File: src/sv/jcl_pkg.sv
package jcl_pkg;

    // Address field layout
    localparam int ADDR_W  = 16;
    localparam int RANK_W  = 6;
    localparam int ETA_W   = 3;
    localparam int PHI_W   = 5;
    localparam int EFF_W   = 4;   // effective eta, 0..14
    localparam int RANK_LO = 0;
    localparam int ETA_LO  = 6;
    localparam int PHI_LO  = 9;
    localparam int FWD_BIT = 14;
    localparam int TAU_BIT = 15;

    // Forward jets are offset by this many eta bins
    localparam logic [EFF_W-1:0] FWD_ETA_OFS = 4'd7;

    // Cut register widths
    localparam int NUM_CUTS_W = 2;
    localparam int TYPE_W     = 3;
    localparam int FIRST_W    = 6;
    localparam int SECOND_W   = 5;

    // Configuration port
    localparam int CFG_IDX_W  = 3;
    localparam int CFG_DATA_W = 6;

    // Register map: index 0 is num_cuts, then three registers per slot
    localparam logic [CFG_IDX_W-1:0] REG_NUM_CUTS = 3'd0;
    localparam int REG_CUT_BASE = 1;
    localparam int REG_PER_SLOT = 3;
    localparam int FLD_TYPE     = 0;
    localparam int FLD_FIRST    = 1;
    localparam int FLD_SECOND   = 2;
    localparam int REG_SLOTS    = 2;  // slots backed by registers
    localparam logic [NUM_CUTS_W-1:0] NUM_CUTS_RST = 2'd1;

    // Cut type codes; 6 and 7 are illegal
    localparam logic [TYPE_W-1:0] CUT_NULL     = 3'd0;
    localparam logic [TYPE_W-1:0] CUT_MIN_RANK = 3'd1;
    localparam logic [TYPE_W-1:0] CUT_MAX_RANK = 3'd2;
    localparam logic [TYPE_W-1:0] CUT_CEN_ETA  = 3'd3;
    localparam logic [TYPE_W-1:0] CUT_FWD_ETA  = 3'd4;
    localparam logic [TYPE_W-1:0] CUT_PHI_WIN  = 3'd5;

    typedef struct packed {
        logic [TYPE_W-1:0]   cut_type;
        logic [FIRST_W-1:0]  first;
        logic [SECOND_W-1:0] second;
    } t_cut;

    localparam t_cut CUT_RESET = '{cut_type: CUT_NULL, first: '0, second: '0};

    // Per-slot verdict
    typedef struct packed {
        logic holds;
        logic legal;
    } t_cut_res;

endpackage

File: src/sv/jcl_in_if.sv
interface jcl_in_if import jcl_pkg::*; ();
    logic              valid;
    logic              ready;
    logic [ADDR_W-1:0] lut_address;

    modport source (output valid, output lut_address, input ready);
    modport sink   (input valid, input lut_address, output ready);
endinterface

File: src/sv/jcl_out_if.sv
interface jcl_out_if import jcl_pkg::*; ();
    logic valid;
    logic ready;
    logic passes;
    logic table_bit;
    logic setup_valid;

    modport source (output valid, output passes, output table_bit, output setup_valid,
                    input ready);
    modport sink   (input valid, input passes, input table_bit, input setup_valid,
                    output ready);
endinterface

File: src/sv/jet_cut_lut_evaluator.sv
// Jet cut lookup evaluator. Each input word is a 16-bit jet table address (rank,
// eta, phi, forward and tau flags); each output word carries passes, table_bit
// (its inverse) and setup_valid for the cuts currently programmed. One word is
// accepted per clock while the output is not stalled by back-pressure; a word
// passes through the address register and then the result register, with the cut compares
// in between. Cut registers are written through the plain write port and must
// only change while no word is in flight.
module jet_cut_lut_evaluator import jcl_pkg::*; #(
    parameter int CUT_SLOTS = 2,
    parameter int PHI_BINS  = 18,
    parameter int ETA_BINS  = 22
) (
    input  logic                  i_clk,
    input  logic                  i_rst_n,
    jcl_in_if.sink                i_in,
    jcl_out_if.source             o_out,
    input  logic                  i_cfg_we,
    input  logic [CFG_IDX_W-1:0]  i_cfg_index,
    input  logic [CFG_DATA_W-1:0] i_cfg_data
);

    localparam logic [PHI_W:0] PhiLim = (PHI_W + 1)'(PHI_BINS);

    t_cut                 cuts [CUT_SLOTS];
    logic [CUT_SLOTS-1:0] apply;
    t_cut_res             res  [CUT_SLOTS];
    logic [CUT_SLOTS-1:0] ok_holds;
    logic [CUT_SLOTS-1:0] ok_legal;

    logic                 r_in_vld;
    logic [ADDR_W-1:0]    r_addr;
    logic                 r_out_vld;
    logic                 r_passes;
    logic                 r_setup_valid;
    logic                 n_passes;
    logic                 n_setup_valid;

    logic                 s1_ready;
    logic                 s2_ready;
    logic                 s1_fire;

    logic [RANK_W-1:0]    rank;
    logic [ETA_W-1:0]     eta;
    logic [PHI_W-1:0]     phi;
    logic                 fwd;
    logic                 tau;
    logic [EFF_W-1:0]     eff_eta;
    logic                 jet_ok;

    jcl_cfg_regs #(
        .CUT_SLOTS (CUT_SLOTS)
    ) u_cfg (
        .i_clk       (i_clk),
        .i_rst_n     (i_rst_n),
        .i_cfg_we    (i_cfg_we),
        .i_cfg_index (i_cfg_index),
        .i_cfg_data  (i_cfg_data),
        .o_cuts      (cuts),
        .o_apply     (apply)
    );

    // Pipeline handshake
    assign s2_ready   = !r_out_vld || o_out.ready;
    assign s1_ready   = !r_in_vld || s2_ready;
    assign s1_fire    = r_in_vld && s2_ready;
    assign i_in.ready = s1_ready;

    // Address register
    always_ff @(posedge i_clk) begin
        if (!i_rst_n) begin
            r_in_vld <= 1'b0;
        end else if (s1_ready) begin
            r_in_vld <= i_in.valid;
        end
    end

    always_ff @(posedge i_clk) begin
        if (s1_ready && i_in.valid) begin
            r_addr <= i_in.lut_address;
        end
    end

    // Address unpack
    assign rank    = r_addr[RANK_LO +: RANK_W];
    assign eta     = r_addr[ETA_LO +: ETA_W];
    assign phi     = r_addr[PHI_LO +: PHI_W];
    assign fwd     = r_addr[FWD_BIT];
    assign tau     = r_addr[TAU_BIT];
    assign eff_eta = {1'b0, eta} + (fwd ? FWD_ETA_OFS : '0);
    assign jet_ok  = ({1'b0, phi} < PhiLim) && !(fwd && tau) && (rank != '0);

    // One checker per slot
    for (genvar s = 0; s < CUT_SLOTS; s++) begin : g_chk
        jcl_cut_check #(
            .PHI_BINS (PHI_BINS),
            .ETA_BINS (ETA_BINS)
        ) u_chk (
            .i_cut     (cuts[s]),
            .i_rank    (rank),
            .i_eff_eta (eff_eta),
            .i_phi     (phi),
            .o_res     (res[s])
        );
        assign ok_holds[s] = res[s].holds || !apply[s];
        assign ok_legal[s] = res[s].legal || !apply[s];
    end

    assign n_passes      = jet_ok && (&ok_holds);
    assign n_setup_valid = &ok_legal;

    // Result register
    always_ff @(posedge i_clk) begin
        if (!i_rst_n) begin
            r_out_vld <= 1'b0;
        end else if (s2_ready) begin
            r_out_vld <= r_in_vld;
        end
    end

    always_ff @(posedge i_clk) begin
        if (s1_fire) begin
            r_passes      <= n_passes;
            r_setup_valid <= n_setup_valid;
        end
    end

    assign o_out.valid       = r_out_vld;
    assign o_out.passes      = r_passes;
    assign o_out.table_bit   = !r_passes;
    assign o_out.setup_valid = r_setup_valid;

    // A word taken in reaches the address register
    a_in_capture: assert property (@(posedge i_clk) disable iff (!i_rst_n)
        (i_in.valid && i_in.ready) |=> r_in_vld)
        else $error("accepted word lost at address register");

    // A word leaving stage one lands in the result register
    a_s1_to_s2: assert property (@(posedge i_clk) disable iff (!i_rst_n)
        s1_fire |=> r_out_vld)
        else $error("word lost between stages");

    // A held result is not overwritten
    a_hold: assert property (@(posedge i_clk) disable iff (!i_rst_n)
        (r_out_vld && !o_out.ready) |=> (r_out_vld && $stable(r_passes)))
        else $error("stalled result overwritten");

    // A passing word had nonzero rank, a legal phi and not both fwd and tau set
    a_pass_jet: assert property (@(posedge i_clk) disable iff (!i_rst_n)
        (s1_fire && !jet_ok) |=> !r_passes)
        else $error("invalid jet reported as passing");

endmodule

File: src/sv/jcl_cfg_regs.sv
module jcl_cfg_regs import jcl_pkg::*; #(
    parameter int CUT_SLOTS = 2
) (
    input  logic                  i_clk,
    input  logic                  i_rst_n,
    input  logic                  i_cfg_we,
    input  logic [CFG_IDX_W-1:0]  i_cfg_index,
    input  logic [CFG_DATA_W-1:0] i_cfg_data,
    output t_cut                  o_cuts [CUT_SLOTS],
    output logic [CUT_SLOTS-1:0]  o_apply
);

    logic [NUM_CUTS_W-1:0] r_num_cuts;

    // Number of applied slots
    always_ff @(posedge i_clk) begin
        if (!i_rst_n) begin
            r_num_cuts <= NUM_CUTS_RST;
        end else if (i_cfg_we && i_cfg_index == REG_NUM_CUTS) begin
            r_num_cuts <= i_cfg_data[NUM_CUTS_W-1:0];
        end
    end

    for (genvar s = 0; s < CUT_SLOTS; s++) begin : g_slot
        // Slot s is applied when num_cuts exceeds s; saturation is implicit
        assign o_apply[s] = ({1'b0, r_num_cuts} > (NUM_CUTS_W + 1)'(s));

        if (s < REG_SLOTS) begin : g_reg
            localparam logic [CFG_IDX_W-1:0] TypeIdx =
                CFG_IDX_W'(REG_CUT_BASE + REG_PER_SLOT * s + FLD_TYPE);
            localparam logic [CFG_IDX_W-1:0] FirstIdx =
                CFG_IDX_W'(REG_CUT_BASE + REG_PER_SLOT * s + FLD_FIRST);
            localparam logic [CFG_IDX_W-1:0] SecondIdx =
                CFG_IDX_W'(REG_CUT_BASE + REG_PER_SLOT * s + FLD_SECOND);

            t_cut r_cut;

            // Field writes, masked to register width
            always_ff @(posedge i_clk) begin
                if (!i_rst_n) begin
                    r_cut <= CUT_RESET;
                end else if (i_cfg_we) begin
                    if (i_cfg_index == TypeIdx) begin
                        r_cut.cut_type <= i_cfg_data[TYPE_W-1:0];
                    end
                    if (i_cfg_index == FirstIdx) begin
                        r_cut.first <= i_cfg_data[FIRST_W-1:0];
                    end
                    if (i_cfg_index == SecondIdx) begin
                        r_cut.second <= i_cfg_data[SECOND_W-1:0];
                    end
                end
            end

            assign o_cuts[s] = r_cut;
        end else begin : g_null
            // No registers behind this slot: permanently a null cut
            assign o_cuts[s] = CUT_RESET;
        end
    end

endmodule

File: src/sv/jcl_cut_check.sv
module jcl_cut_check import jcl_pkg::*; #(
    parameter int PHI_BINS = 18,
    parameter int ETA_BINS = 22
) (
    input  t_cut               i_cut,
    input  logic [RANK_W-1:0]  i_rank,
    input  logic [EFF_W-1:0]   i_eff_eta,
    input  logic [PHI_W-1:0]   i_phi,
    output t_cut_res           o_res
);

    localparam logic [FIRST_W:0] PhiLim = (FIRST_W + 1)'(PHI_BINS);
    localparam logic [FIRST_W:0] EtaLim = (FIRST_W + 1)'(ETA_BINS / 2);

    logic [FIRST_W-1:0] a;
    logic [FIRST_W-1:0] b;
    logic [FIRST_W-1:0] eta_x;
    logic [FIRST_W-1:0] phi_x;
    logic               phi_in;

    assign a     = i_cut.first;
    assign b     = {1'b0, i_cut.second};
    assign eta_x = {2'b00, i_eff_eta};
    assign phi_x = {1'b0, i_phi};

    // Phi window, wraps when end is not above start
    always_comb begin
        if (b > a) begin
            phi_in = (phi_x >= a) && (phi_x <= b);
        end else begin
            phi_in = (phi_x >= a) || (phi_x <= b);
        end
    end

    // Cut verdict and legality
    always_comb begin
        o_res = '0;
        case (i_cut.cut_type)
            CUT_NULL: begin
                o_res.holds = 1'b0;
                o_res.legal = 1'b1;
            end
            CUT_MIN_RANK: begin
                o_res.holds = (i_rank >= a);
                o_res.legal = 1'b1;   // any 6-bit rank value fits
            end
            CUT_MAX_RANK: begin
                o_res.holds = (i_rank <= a);
                o_res.legal = 1'b1;
            end
            CUT_CEN_ETA: begin
                o_res.holds = (eta_x <= a);
                o_res.legal = ({1'b0, a} < EtaLim);
            end
            CUT_FWD_ETA: begin
                o_res.holds = (eta_x >= a);
                o_res.legal = ({1'b0, a} < EtaLim);
            end
            CUT_PHI_WIN: begin
                o_res.holds = phi_in;
                o_res.legal = ({1'b0, a} < PhiLim) && ({1'b0, b} < PhiLim);
            end
            default: begin
                o_res.holds = 1'b0;
                o_res.legal = 1'b0;
            end
        endcase
    end

endmodule

File: src/flat_wrapper.sv
// flat-port wrapper written by rule: the top's interface ports become plain ports
module jet_cut_lut_evaluator_flat import jcl_pkg::*;
#(
    parameter int CUT_SLOTS = 2,
    parameter int PHI_BINS  = 18,
    parameter int ETA_BINS  = 22
)
  (i_clk, i_rst_n, i_cfg_we, i_cfg_index, i_cfg_data, i_in_valid, i_in_lut_address, i_in_ready, o_out_valid, o_out_passes, o_out_table_bit, o_out_setup_valid, o_out_ready);
  jcl_in_if i_in_i ();
  jcl_out_if o_out_i ();
  input  logic i_clk;
  input  logic i_rst_n;
  input  logic i_cfg_we;
  input  logic [CFG_IDX_W-1:0] i_cfg_index;
  input  logic [CFG_DATA_W-1:0] i_cfg_data;
  input wire logic [$bits(i_in_i.valid)-1:0] i_in_valid;
  input wire logic [$bits(i_in_i.lut_address)-1:0] i_in_lut_address;
  output wire logic [$bits(i_in_i.ready)-1:0] i_in_ready;
  output wire logic [$bits(o_out_i.valid)-1:0] o_out_valid;
  output wire logic [$bits(o_out_i.passes)-1:0] o_out_passes;
  output wire logic [$bits(o_out_i.table_bit)-1:0] o_out_table_bit;
  output wire logic [$bits(o_out_i.setup_valid)-1:0] o_out_setup_valid;
  input wire logic [$bits(o_out_i.ready)-1:0] o_out_ready;
  assign i_in_i.valid = i_in_valid;
  assign i_in_i.lut_address = i_in_lut_address;
  assign i_in_ready = i_in_i.ready;
  assign o_out_valid = o_out_i.valid;
  assign o_out_passes = o_out_i.passes;
  assign o_out_table_bit = o_out_i.table_bit;
  assign o_out_setup_valid = o_out_i.setup_valid;
  assign o_out_i.ready = o_out_ready;
  jet_cut_lut_evaluator #(.CUT_SLOTS(CUT_SLOTS), .PHI_BINS(PHI_BINS), .ETA_BINS(ETA_BINS)) u_core (.i_clk(i_clk), .i_rst_n(i_rst_n), .i_in(i_in_i), .o_out(o_out_i), .i_cfg_we(i_cfg_we), .i_cfg_index(i_cfg_index), .i_cfg_data(i_cfg_data));
endmodule
File: config.mk
export PLATFORM = sky130hd
export DESIGN_NAME = jet_cut_lut_evaluator_flat
export DESIGN_NICKNAME = d
export VERILOG_FILES = /design/src/sv/jcl_pkg.sv /design/src/sv/jcl_in_if.sv /design/src/sv/jcl_out_if.sv /design/src/sv/jet_cut_lut_evaluator.sv /design/src/sv/jcl_cfg_regs.sv /design/src/sv/jcl_cut_check.sv /design/src/flat_wrapper.sv
export SDC_FILE = /design/constraint.sdc
export NUM_CORES = 1
export LEC_CHECK = 0
export ABC_CLOCK_PERIOD_IN_PS = 4200
export BUFFER_PORTS_ARGS = -buffer_cell sky130_fd_sc_hd__buf_2
export CAP_MARGIN = 10
export CELL_PAD_IN_SITES_DETAIL_PLACEMENT = 1
export CELL_PAD_IN_SITES_GLOBAL_PLACEMENT = 1
export CORE_MARGIN = 8
export CORE_UTILIZATION = 45
export DETAILED_ROUTE_END_ITERATION = 7
export GPL_ROUTABILITY_DRIVEN = 0
export GPL_TIMING_DRIVEN = 0
export PLACE_DENSITY = 0.79
export RECOVER_POWER = 100
export SYNTH_ARGS = -nofsm -noshare
export SYNTH_HDL_FRONTEND = slang
export SYNTH_SLANG_ARGS = --single-unit
File: constraint.sdc
create_clock -name i_clk -period 4.2 [get_ports i_clk]
set_input_delay 0.84 -clock i_clk [delete_from_list [all_inputs] [get_ports i_clk]]
set_output_delay 0.84 -clock i_clk [all_outputs]
set_load 0.01 [all_outputs]
# Word-level counts from Yosys, hierarchy flattened

Cells that the tools add are included.

Flip-flop bits (word level): 50

Add/subtract/negate cells: 1
Magnitude comparators: 23
Equality and inequality tests: 16
Multiplexer cells: 5
Reduce and logical (&&, ||, !) cells: 37

Operators by type and width:

| cell                                                       | number |
|---|---|
| one-hot mux 2 bit (6 select lines)                         | 2 |
| equality test 3 bit, second input constant                 | 7 |
| equality test 3 x 2 -> 1 bit, second input constant        | 6 |
| AND reduction 2 bit                                        | 8 |
| less-than comparator 5 bit, second input constant          | 3 |
| >= comparator 4 x 6 -> 1 bit                               | 2 |
| >= comparator 5 x 6 -> 1 bit                               | 2 |
| >= comparator 6 bit                                        | 2 |
| > comparator 5 x 6 -> 1 bit                                | 2 |
| less-or-equal comparator 4 x 6 -> 1 bit                    | 2 |
| less-or-equal comparator 6 bit                             | 2 |
| less-than comparator 6 x 4 -> 1 bit, second input constant | 2 |
| less-than comparator 6 x 5 -> 1 bit, second input constant | 2 |
| logical AND 1 bit                                          | 11 |
| less-or-equal comparator 5 bit                             | 2 |
| equality test 3 x 1 -> 1 bit, second input constant        | 3 |
| logical NOT 3 bit                                          | 3 |
| logical OR 1 bit                                           | 8 |
| logical NOT 1 bit                                          | 6 |
| nonzero test 6 bit                                         | 1 |
| adder 3 x 4 -> 4 bit                                       | 1 |
| > comparator 2 x 1 -> 1 bit, second input constant         | 2 |
| two-way mux 3 bit                                          | 1 |
| two-way mux 1 bit                                          | 2 |

# Logic depth before layout (Yosys ltp)

Gate-level depths: netlist (run 1).

Word-level depth: 7
Mapped depth: 10

# Cells and area by module

Synthesis (run 1) repeated with hierarchy kept, for this count alone.

Cell total of the unflattened synthesis: 352
Area, all modules: 3479.6 um^2

By module, submodules not included:

| module                | instances | cells an instance | area each (um^2) | seq. area each (um^2) |
|---|---|---|---|---|
| jcl_cut_check         | 2         | 97                | 733.2            | 0.0 |
| jcl_cfg_regs          | 1         | 115               | 1253.7           | 600.6 |
| jet_cut_lut_evaluator | 1         | 43                | 759.5            | 580.6 |

# Worst setup path after synthesis (run 1)

OpenSTA, ideal clock, no wires.

Path type: flip-flop to flip-flop
From: register u_core.r_addr[14]
To: register u_core.r_passes (netlist: u_core.o_out.passes) (data pin)
Setup time: 255 ps
Data arrival time: 2650 ps
Data required time: 3945 ps
Path slack: 1295 ps
Cell stages (with the launch flop): 11
Path buffers: 0
Cell sequence: edfxtp_1 > ha_1 > fa_1 > ha_1 > nor2b_4 > o21ai_2 > a2111oi_4 > a22o_1 > a2111oi_2 > nand3_1 > and3_1

Word-level cells in the longest chain between the ends: 7

RTL lines:

| element                                                                                 | line                                     | source |
|---|---|---|
| start, declared                                                                         | jet_cut_lut_evaluator.sv:31              | `logic [ADDR_W-1:0] r_addr;` |
| start signal, assigned                                                                  | jet_cut_lut_evaluator.sv:79              | `r_addr <= i_in.lut_address;` |
| two-way mux 3 bit                                                                       | jet_cut_lut_evaluator.sv:89              | `assign eff_eta = {1'b0, eta} + (fwd ? FWD_ETA_OFS : '0);` |
| adder 3 x 4 -> 4 bit                                                                    | jet_cut_lut_evaluator.sv:89              |  |
| >= comparator 4 x 6 -> 1 bit or less-or-equal comparator 4 x 6 -> 1 bit (tied branches) | jcl_cut_check.sv:56, jcl_cut_check.sv:52 |  |
| one-hot mux 2 bit (6 select lines)                                                      | jcl_cut_check.sv:38                      | `case (i_cut.cut_type)` |
| logical OR 1 bit                                                                        | jet_cut_lut_evaluator.sv:104             | `assign ok_holds[s] = res[s].holds \|\| !apply[s];` |
| AND reduction 2 bit                                                                     | jet_cut_lut_evaluator.sv:108             | `assign n_passes = jet_ok && (&ok_holds);` |
| logical AND 1 bit *                                                                     | jet_cut_lut_evaluator.sv:108             |  |
| named net u_core.n_passes                                                               | jet_cut_lut_evaluator.sv:35              | `logic n_passes;` |
| end signal, assigned                                                                    | jet_cut_lut_evaluator.sv:122             | `r_passes <= n_passes;` |
| end, declared                                                                           | jet_cut_lut_evaluator.sv:33              | `logic r_passes;` |

The timed path passes the listed nets; every way through them passes the cells marked *.
A chain may end at the register's enable or synchronous reset.

# Worst setup path in the final report (run 1)

Ends and elaborated chain as after synthesis.

==> qor.csv, run 1 <==
metric,value,unit
status,"finished, final reports clean",
CP Launch Type,flop,
CTS Hold Buffers Added,0,
top cell type's share of synthesized area,0.194,
design area,0.00381,mm²
initial core utilization,0.455,
clock share of power,0.327,
"Primary FF master, synth",dfxtp_1,
Post-route DRC,0,
Syn Area/Cell,10.0,µm²
"area leader, netlist",ha_1,
Top delay family on crit path,adder cells,
Setup crit end kind,flop,
antenna cells,0,
NetSw,0.299,mW
RSZ-0062 raised after global routing,false,
most frequent cells after synthesis,"53 x ha_1, 36 x nor2b_1, 33 x inv_1, 32 x dfxtp_1, 30 x mux2i_1",
fraction of registers with async set/reset,0,
Synth Cell Area,0.00342,mm²
hold crit path type,reg2reg,
R2R setup slack,0.96,ns
Fin. Hold Viols,0,
DRT iter0 DRCs,66,
arrival time worst endpoint,3.31,ns
pre-CTS setup slack,1.03,ns
register area,0.00118,mm²
"Req. time, crit path",4.27,ns
hold_ws,0.499,ns
Non-Filler Instances,484,
final setup fails,0,
wire length of the first global-routing pass,14.8,mm
cell area after placement,0.00371,mm²
"Slowest-stage cell, CP",fa_1,
Setup Buffers After CTS,0,
setup TNS,0,ns
WS Path Type,reg2reg,
Synth Warn #,0,
post_cts resized,0,
critical path peak fanout,5,
I/O Buffers,32,
clk buf depth,2,
Max Fclk,309,MHz
"most used cell, CP",ha_1,
Final nets,465,
post-synth cell types,53,
First-pass DRT Iterations,4,
final slew viol count,0,
clock sink count,50,
die area,0.0107,mm²
cells after synthesis,342,
PwrDens,286,mW/mm²
fill count,883,
# rows,32,
Die Y,103,µm
VDD IR max,0.127,mV
"flops & latches, synth",50,
CTS tree,done,
Clock Skew,0.00714,ns
die width,103,µm
aggregate global-route resource usage,0.179,
"Reg clk slew, reported paths",0.10,ns
max incr delay on CP,0.53,ns
clock buffer count from CTS,5,
level count of the clock H-tree,2,
Slew headroom,0.244,
via count,2667,
Switching Fraction,0.274,
Pint,0.790,mW
multi-input gate area in the final layout,0.00209,mm²
Buf/Inv on CP,0,
Routed Antenna Nets,0,
Post-synth EDFFs,18,
period utilization,0.771,
dpl cells,476,
vias in the first global route,2954,
# IOs,35,
DR vias/cell,5.51,
most frequent cell after synthesis,ha_1,
gr ovfl total,0,
worst setup margin,0.960,ns
post-route minimum period,3.24,ns
Pleak,1.59,nW
largest net degree at the start of global routing,18,
sequential-to-total area share from yosys stat,0.345,
Post-Syn Nets,426,
Post-DP HPWL,7.12,mm
Skew-Pair Late Insertion Delay,0.31,ns
Root Buffer,clkbuf_8,
Gate power share,0.177,
sequential power share,0.496,
Max Cap Violations,0,
wire length per cell,18.3,µm
layout cells sized above 1,0.105,
slew of the pin with the lowest slew margin,1.13,ns
crit path cell chain,"ha_1, fa_1, ha_1, nor2b_4, o21ai_2, a2111oi_4, a2111oi_0, a2111oi_2, nand3_1, and3_1",
CORE AREA,0.00753,mm²
Area Overhead vs Synth,11.4,%
DRT Wirelength,8.85,mm
"top cells by area, synth","ha_1 19%, dfxtp_1 19%, edfxtp_1 16%, mux2i_1 8.8%, nor2b_1 6.6%",
initial antenna violation count,0,
## kinds of logic after synthesis
logic type	count (synthesis)	synth area share
mux	30	0.0878
compound gates	73	0.151
simple gates	96	0.172
buf+inv	38	0.0417
fa+ha+maj	54	0.200
xor+xnor	1	0.00256
flops	50	0.345
## final timing paths
kind / end / start / cells past startpoint
hold / removal: u_core.u_cfg.r_num_cuts[0] / u_core.u_cfg.r_num_cuts[0] / 2
setup / recovery: u_core.o_out.passes / u_core.r_addr[14] / 10
hold reg to reg: u_core.u_cfg.r_num_cuts[0] / u_core.u_cfg.r_num_cuts[0] / 2
setup reg to reg: u_core.o_out.passes / u_core.r_addr[14] / 10
## tightest hold or removal path, stage by stage, from the launching register on
cell and delay, ns:
dfxtp_1 0.35, mux2i_1 0.07, nand2_1 0.06
## state kept, by name, indices dropped and copies added (netlist names)
| signal | cells |
|---|---|
| u_core.r_in_vld | 1 |
| u_core.o_out.valid | 1 |
| u_core.u_cfg.o_cuts | 28 |
| u_core.o_out.setup_valid | 1 |
| u_core.u_cfg.r_num_cuts | 2 |
| u_core.r_addr | 16 |
| u_core.o_out.passes | 1 |
## layout by cell type, fill, tap and decap left out, types with 6 or more instances in the layout
master,instances
o21ai_0,7
nor2_1,10
edfxtp_1,18
nand2_1,9
nor3_1,6
dfxtp_1,32
mux2i_1,30
inv_1,33
a21oi_1,23
nor2b_1,36
ha_1,53
clkbuf_1,12
a21o_1,7
buf_2,25
## area by class of cell
| class | count | share of cell area |
|---|---|---|
| Multi-Input combinational cell | 254 | 0.549 |
| Sequential cell | 50 | 0.310 |
| Timing Repair Buffer | 32 | 0.0397 |
| Tap cell | 102 | 0.0335 |
| Inverter | 33 | 0.0325 |
| Clock buffer | 5 | 0.0181 |
| Clock inverter | 3 | 0.0125 |
| Buffer | 5 | 0.00492 |
## routing by layer
layer	wire, µm	global-route usage
met1	3890	0.211
met3	174	0.0228
met5	0	0
met4	83	0.0478
met2	4710	0.333
## through the flow
stage	utilization	total power, mW
2_1_floorplan	-	0.679
3_3_place_gp	0.493	0.731
3_5_place_dp	0.493	0.744
4_1_cts	0.508	1.10
5_1_grt	0.506	1.15
6_report	0.506	1.09
## power groups by stage
stage / Combinational (mW) / Clock [mW] / Sequential (mW)
finish: 0.192 / 0.356 / 0.541
global route: 0.219 / 0.384 / 0.544
CTS: 0.195 / 0.367 / 0.541
detailed placement: 0.192 / 0 / 0.552
global placement: 0.180 / 0 / 0.551
floorplan: 0.136 / 0 / 0.543
Note: power is estimated with default switching activity, not from simulation.
==> inputs of run 2 (changes only) <==
--- a/config.mk
+++ b/config.mk
@@ -5,17 +5,18 @@
 export SDC_FILE = /design/constraint.sdc
 export NUM_CORES = 1
 export LEC_CHECK = 0
-export ABC_CLOCK_PERIOD_IN_PS = 4200
+export ABC_AREA = 1
+export ABC_CLOCK_PERIOD_IN_PS = 2880
 export BUFFER_PORTS_ARGS = -buffer_cell sky130_fd_sc_hd__buf_2
 export CAP_MARGIN = 10
 export CELL_PAD_IN_SITES_DETAIL_PLACEMENT = 1
 export CELL_PAD_IN_SITES_GLOBAL_PLACEMENT = 1
 export CORE_MARGIN = 8
-export CORE_UTILIZATION = 45
+export CORE_UTILIZATION = 39
 export DETAILED_ROUTE_END_ITERATION = 7
 export GPL_ROUTABILITY_DRIVEN = 0
 export GPL_TIMING_DRIVEN = 0
-export PLACE_DENSITY = 0.79
+export PLACE_DENSITY = 0.77
 export RECOVER_POWER = 100
 export SYNTH_ARGS = -nofsm -noshare
 export SYNTH_HDL_FRONTEND = slang
==> constraint.sdc (replaced) <==
create_clock -name i_clk -period 2.88 [get_ports i_clk]
set_input_delay 0.576 -clock i_clk [delete_from_list [all_inputs] [get_ports i_clk]]
set_output_delay 0.576 -clock i_clk [all_outputs]
set_load 0.01 [all_outputs]
==> run 2 against run 1 <==
- die area increased by 13%
- highest routed layer unchanged
- maximum frequency increased by 21%
- critical path type unchanged
- final area increased by 1.1%
- sequential cell count unchanged
- sequential power increased by 47%
- global-route usage increased by 0.13 points
- largest cell class unchanged
- via count increased by 20%
- combinational power increased by 100%
- clock skew increased by 0.0037 ns
- clock-buffer cell count increased by 1
- clock power increased by 42%
- routed wire length increased by 15%
==> qor.csv, run 2 <==
metric,value,unit
worst setup margin,0.192,ns
most frequent cells in the layout,"99 x nand2_1, 74 x inv_1, 52 x ha_1, 39 x nor2_1, 39 x o21ai_0",
Pleak,1.80,nW
"Slowest-stage cell, CP",edfxtp_1,
gr ovfl total,0,
Clock Skew,0.0109,ns
VDD IR max,0.180,mV
vias in the first global route,3441,
Fin. Hold Viols,0,
clock buffer count from CTS,5,
final slew viol count,0,
CP Launch Type,flop,
fill count,1120,
clock sink count,50,
max incr delay on CP,0.50,ns
"Req. time, crit path",2.97,ns
CTS Hold Buffers Added,0,
top cell type's share of synthesized area,0.194,
"Reg clk slew, reported paths",0.11,ns
"flops & latches, synth",50,
CORE AREA,0.00859,mm²
sequential-to-total area share from yosys stat,0.346,
DR vias/cell,5.22,
Post-route DRC,0,
"most used cell, CP",nand2_1,
hold crit path type,in2reg,
cells after synthesis,459,
hold_ws,0.432,ns
Area Overhead vs Synth,12.7,%
I/O Buffers,34,
Post-DP HPWL,8.17,mm
Pwr Total,1.69,mW
post-synth cell types,31,
wire length per cell,16.7,µm
Slew headroom,0.586,
arrival time worst endpoint,2.77,ns
setup TNS,0,ns
crit path cell chain,"ha_2, fa_2, xor2_2, ha_1, nand2_1, nor2_1, nand2_1, nand2_1, nand2_1, nand2_1, nand2_1, nor2_1, nand3_1, nand2_1, nor2_1",
slew of the pin with the lowest slew margin,0.621,ns
post-route minimum period,2.69,ns
wire length of the first global-routing pass,16.8,mm
CTS tree,done,
most frequent cell after synthesis,nand2_1,
Skew-Pair Late Insertion Delay,0.31,ns
final setup fails,0,
Max Fclk,372,MHz
design area,0.00385,mm²
Final nets,586,
pre-CTS setup slack,0.0723,ns
antenna cells,0,
largest net degree at the start of global routing,18,
Synth Cell Area,0.00342,mm²
initial core utilization,0.398,
Max Cap Violations,0,
initial antenna violation count,0,
Post-synth EDFFs,18,
"top cells by area, synth","ha_1 19%, dfxtp_1 19%, edfxtp_1 16%, nand2_1 11%, inv_1 8.1%",
critical path peak fanout,5,
period utilization,0.933,
Setup crit end kind,flop,
Post-Syn Nets,543,
cell area after placement,0.00372,mm²
Root Buffer,clkbuf_8,
most frequent cells after synthesis,"99 x nand2_1, 74 x inv_1, 53 x ha_1, 39 x nor2_1, 39 x o21ai_0",
aggregate global-route resource usage,0.181,
"commonest non-fill, non-tap cell in the layout",nand2_1,
level count of the clock H-tree,2,
"Primary FF master, synth",dfxtp_1,
# IOs,35,
# rows,34,
WS Path Type,reg2reg,
clk buf depth,2,
layout cells sized above 1,0.105,
die width,110,µm
Hold Path Depth,1,
Routed Antenna Nets,0,
via count,3192,
PwrDens,438,mW/mm²
die area,0.0120,mm²
Syn Area/Cell,7.45,µm²
"area leader, netlist",ha_1,
fraction of registers with async set/reset,0,
DRT iter0 DRCs,194,
r2r worst-path depth,15,
max reg flops,28,
status,"finished, final reports clean",
DRT Wirelength,10.2,mm
First-pass DRT Iterations,4,
Die Y,110,µm
Synth Warn #,0,
run 2: metal layers:
| metal | routed length, µm | up-vias | GRT usage |
|---|---|---|---|
| met4 | 108 | 0 | 0.0434 |
| li1 | - | 1589 | - |
| met1 | 4560 | 1553 | 0.221 |
| met2 | 5260 | 42 | 0.327 |
| met5 | 0 | - | 0 |
| met3 | 291 | 8 | 0.0229 |
run 2: where the power goes:
part / total, mW / leakage [nW] / internal [mW] / switching [mW]
logic: 0.387 / 1.31 / 0.148 / 0.239
clock network: 0.504 / 0.0545 / 0.231 / 0.273
registers: 0.796 / 0.434 / 0.766 / 0.0300
total: 1.69 / 1.80 / 1.14 / 0.542
run 2: repair_timing:
| item | CTS | global route |
|---|---|---|
| endpoints found under the setup margin | 0 | 1 |
| gates resized for setup | 0 | 3 |
| buffers inserted | 0 | 2 |
run 2: worst paths after layout:
| kind | from | endpoint | slack, ns |
|---|---|---|---|
| worst max-delay path | u_core.r_addr[14] | u_core.o_out.passes | 0.19 |
| worst min-delay path | i_in_lut_address[2] | u_core.r_addr[2] | 0.43 |
| worst max register to register | u_core.r_addr[14] | u_core.o_out.passes | 0.19 |
| worst min register to register | u_core.u_cfg.r_num_cuts[0] | u_core.u_cfg.r_num_cuts[0] | 0.49 |
run 2: kinds of logic (layout without fill, tap and decap cells):
group,count (synthesis),after routing,share of synthesized area
buf+inv,84,128,0.0930
fa+ha+maj,54,54,0.200
simple gates,180,180,0.217
compound gates,90,90,0.142
xor+xnor,1,1,0.00256
flops,50,50,0.346
run 2: worst max-delay path, delay by kind of cell (launching register included):
kind | cells | cell delay, ns
adders and majority gates | 3 | 0.93
and+or+nand+nor | 11 | 0.82
DFF | 1 | 0.50
xor gates and xnor gates | 1 | 0.20
run 2: final cells by class:
cell class,instances,area [µm²],area share
buffer,5,18.8,0.00487
clock buffer,6,93.8,0.0244
clock inverter,2,18.8,0.00487
inverter,79,297,0.0770
multi-input combinational,325,1930,0.501
sequential,50,1180,0.307
tap,108,135,0.0351
timing repair buffer,36,176,0.0458
run 2: stage by stage:
stage	cells	utilization
finish	611	0.448
global route	611	0.448
CTS	609	0.446
detailed placement	601	0.433
global placement	601	0.433
floorplan	459	-
==> inputs of run 3 (changes only) <==
--- a/config.mk
+++ b/config.mk
@@ -5,14 +5,13 @@
 export SDC_FILE = /design/constraint.sdc
 export NUM_CORES = 1
 export LEC_CHECK = 0
-export ABC_AREA = 1
-export ABC_CLOCK_PERIOD_IN_PS = 2880
+export ABC_AREA = 0
 export BUFFER_PORTS_ARGS = -buffer_cell sky130_fd_sc_hd__buf_2
 export CAP_MARGIN = 10
 export CELL_PAD_IN_SITES_DETAIL_PLACEMENT = 1
 export CELL_PAD_IN_SITES_GLOBAL_PLACEMENT = 1
 export CORE_MARGIN = 8
-export CORE_UTILIZATION = 39
+export CORE_UTILIZATION = 42
 export DETAILED_ROUTE_END_ITERATION = 7
 export GPL_ROUTABILITY_DRIVEN = 0
 export GPL_TIMING_DRIVEN = 0
==> run 3 against run 2 <==
- the run now ends with negative setup slack left
- sequential power is 0.9% lower
- die area is 6.0% lower
- cell count is 20% lower
- critical path depth is 5 lower
- routed wire length is 9.5% lower
- largest cell class unchanged
- largest power group unchanged
==> qor.csv, run 3 (same netlist as run 1, synthesis figures left out) <==
metric,value,unit
Pleak,1.61,nW
die area,0.0113,mm²
status,"complete, but fails checks",
PwrDens,401,mW/mm²
clk buf depth,2,
Slew headroom,0.219,
critical path peak fanout,2,
layout cells sized above 1,0.138,
"Reg clk slew, reported paths",0.10,ns
# rows,33,
initial antenna violation count,0,
fill count,941,
CORE AREA,0.00805,mm²
Root Buffer,clkbuf_8,
Buf/Inv on CP,0,
initial core utilization,0.425,
"Req. time, crit path",2.95,ns
Top delay family on crit path,adder cells,
wire length of the first global-routing pass,15.2,mm
"Slowest-stage cell, CP",fa_2,
design area,0.00391,mm²
level count of the clock H-tree,2,
pre-CTS setup slack,-0.255,ns
max reg flops,28,
Post-route DRC,0,
Area Overhead vs Synth,14.2,%
post-route minimum period,2.97,ns
"most used cell, CP",a2111oi_4,
max incr delay on CP,0.57,ns
Max Fclk,336,MHz
hold_ws,0.432,ns
CP Launch Type,flop,
Max Cap Violations,0,
clock buffer count from CTS,5,
gr ovfl total,0,
most frequent cells in the layout,"50 x ha_1, 36 x nor2b_1, 33 x inv_1, 32 x dfxtp_1, 30 x mux2i_1",
Clock Skew,0.00825,ns
antenna cells,0,
setup TNS,-0.0921,ns
hold crit path type,in2reg,
clock sink count,50,
crit path cell chain,"ha_2, fa_2, ha_4, nor2b_4, o21ai_2, a2111oi_4, a22o_1, a2111oi_4, nand3_1, and3_1",
Pwr Total,1.57,mW
failing checks,negative setup slack,
largest net degree at the start of global routing,17,
CTS tree,done,
Setup crit end kind,flop,
slew of the pin with the lowest slew margin,1.17,ns
# IOs,35,
I/O Buffers,32,
final slew viol count,0,
cell area after placement,0.00372,mm²
wire length per cell,18.9,µm
Fin. Hold Viols,0,
"commonest non-fill, non-tap cell in the layout",ha_1,
vias in the first global route,3050,
VDD IR max,0.188,mV
RSZ-0062 raised after global routing,true,
via count,2724,
Die Y,106,µm
DRT iter0 DRCs,101,
aggregate global-route resource usage,0.169,
Final nets,468,
Post-DP HPWL,7.39,mm
final setup fails,1,
First-pass DRT Iterations,4,
Routed Antenna Nets,0,
Skew-Pair Late Insertion Delay,0.31,ns
worst setup margin,-0.0921,ns
period utilization,1.03,
DR vias/cell,5.56,
DRT Wirelength,9.25,mm
CTS Hold Buffers Added,0,
WS Path Type,reg2reg,
arrival time worst endpoint,3.04,ns
die width,106,µm
[run 3: cell count changes in the layout (fill, tap and decap cells not counted), sizes merged, moves of 5 or more]
cell | before | now
nand4 | 0 | 5
nor2 | 41 | 10
a21oi | 38 | 23
nand3 | 25 | 5
inv | 79 | 35
o21ai | 42 | 9
nor2b | 0 | 38
nand2 | 102 | 9
a21o | 1 | 7
mux2i | 0 | 30
nand2b | 0 | 5
[run 3: metrics by stage]
step,cells,util
global placement,479,0.462
floorplan,342,-
global route,490,0.485
finish,490,0.485
CTS,489,0.481
detailed placement,479,0.462
[run 3: area by class of cell]
type	instances	area [µm²]	area share
Inverter	33	124	0.0317
Tap cell	105	131	0.0336
Buffer	5	18.8	0.00480
Multi-Input combinational cell	254	2180	0.558
Clock inverter	2	15.0	0.00384
Sequential cell	50	1180	0.302
Clock buffer	6	82.6	0.0211
Timing Repair Buffer	35	174	0.0445
[run 3: worst register-to-register path: stages (launching register included)]
cell and delay (ns):
edfxtp_1 0.41, ha_2 0.22, fa_2 0.57, ha_4 0.21, nor2b_4 0.12, o21ai_2 0.15, a2111oi_4 0.11, a22o_1 0.25
a2111oi_4 0.36, nand3_1 0.14, and3_1 0.20
[run 3: worst paths after layout]
path | cells after the start | start | endpoint | slack (ns)
max | 10 | u_core.r_addr[6] | u_core.o_out.passes | -0.09
min | 1 | i_in_lut_address[15] | u_core.r_addr[15] | 0.43
max reg2reg | 10 | u_core.r_addr[6] | u_core.o_out.passes | -0.09
min reg2reg | 2 | u_core.u_cfg.r_num_cuts[0] | u_core.u_cfg.r_num_cuts[0] | 0.49
[run 3: power breakdown]
part,internal [mW],switching (mW)
registers,0.758,0.0307
logic,0.148,0.167
clock network,0.199,0.263
total,1.11,0.461
[run 3: repair_timing]
action | in CTS | in global routing
resized for setup | 6 | 7
setup buffers | 2 | 1
hold endpoints to repair | 0 | 0
pin swaps | 11 | 6
setup endpoints to repair | 1 | 1
[run 3: layer usage]
layer / up-vias / share of wire / track usage / wire length (µm)
li1: 1340 / - / - / -
met1: 1336 / 0.43 / 0.187 / 3990
met2: 35 / 0.53 / 0.319 / 4860
met3: 13 / 0.027 / 0.0242 / 251
met4: 0 / 0.016 / 0.0563 / 151
met5: - / 0 / 0 / 0
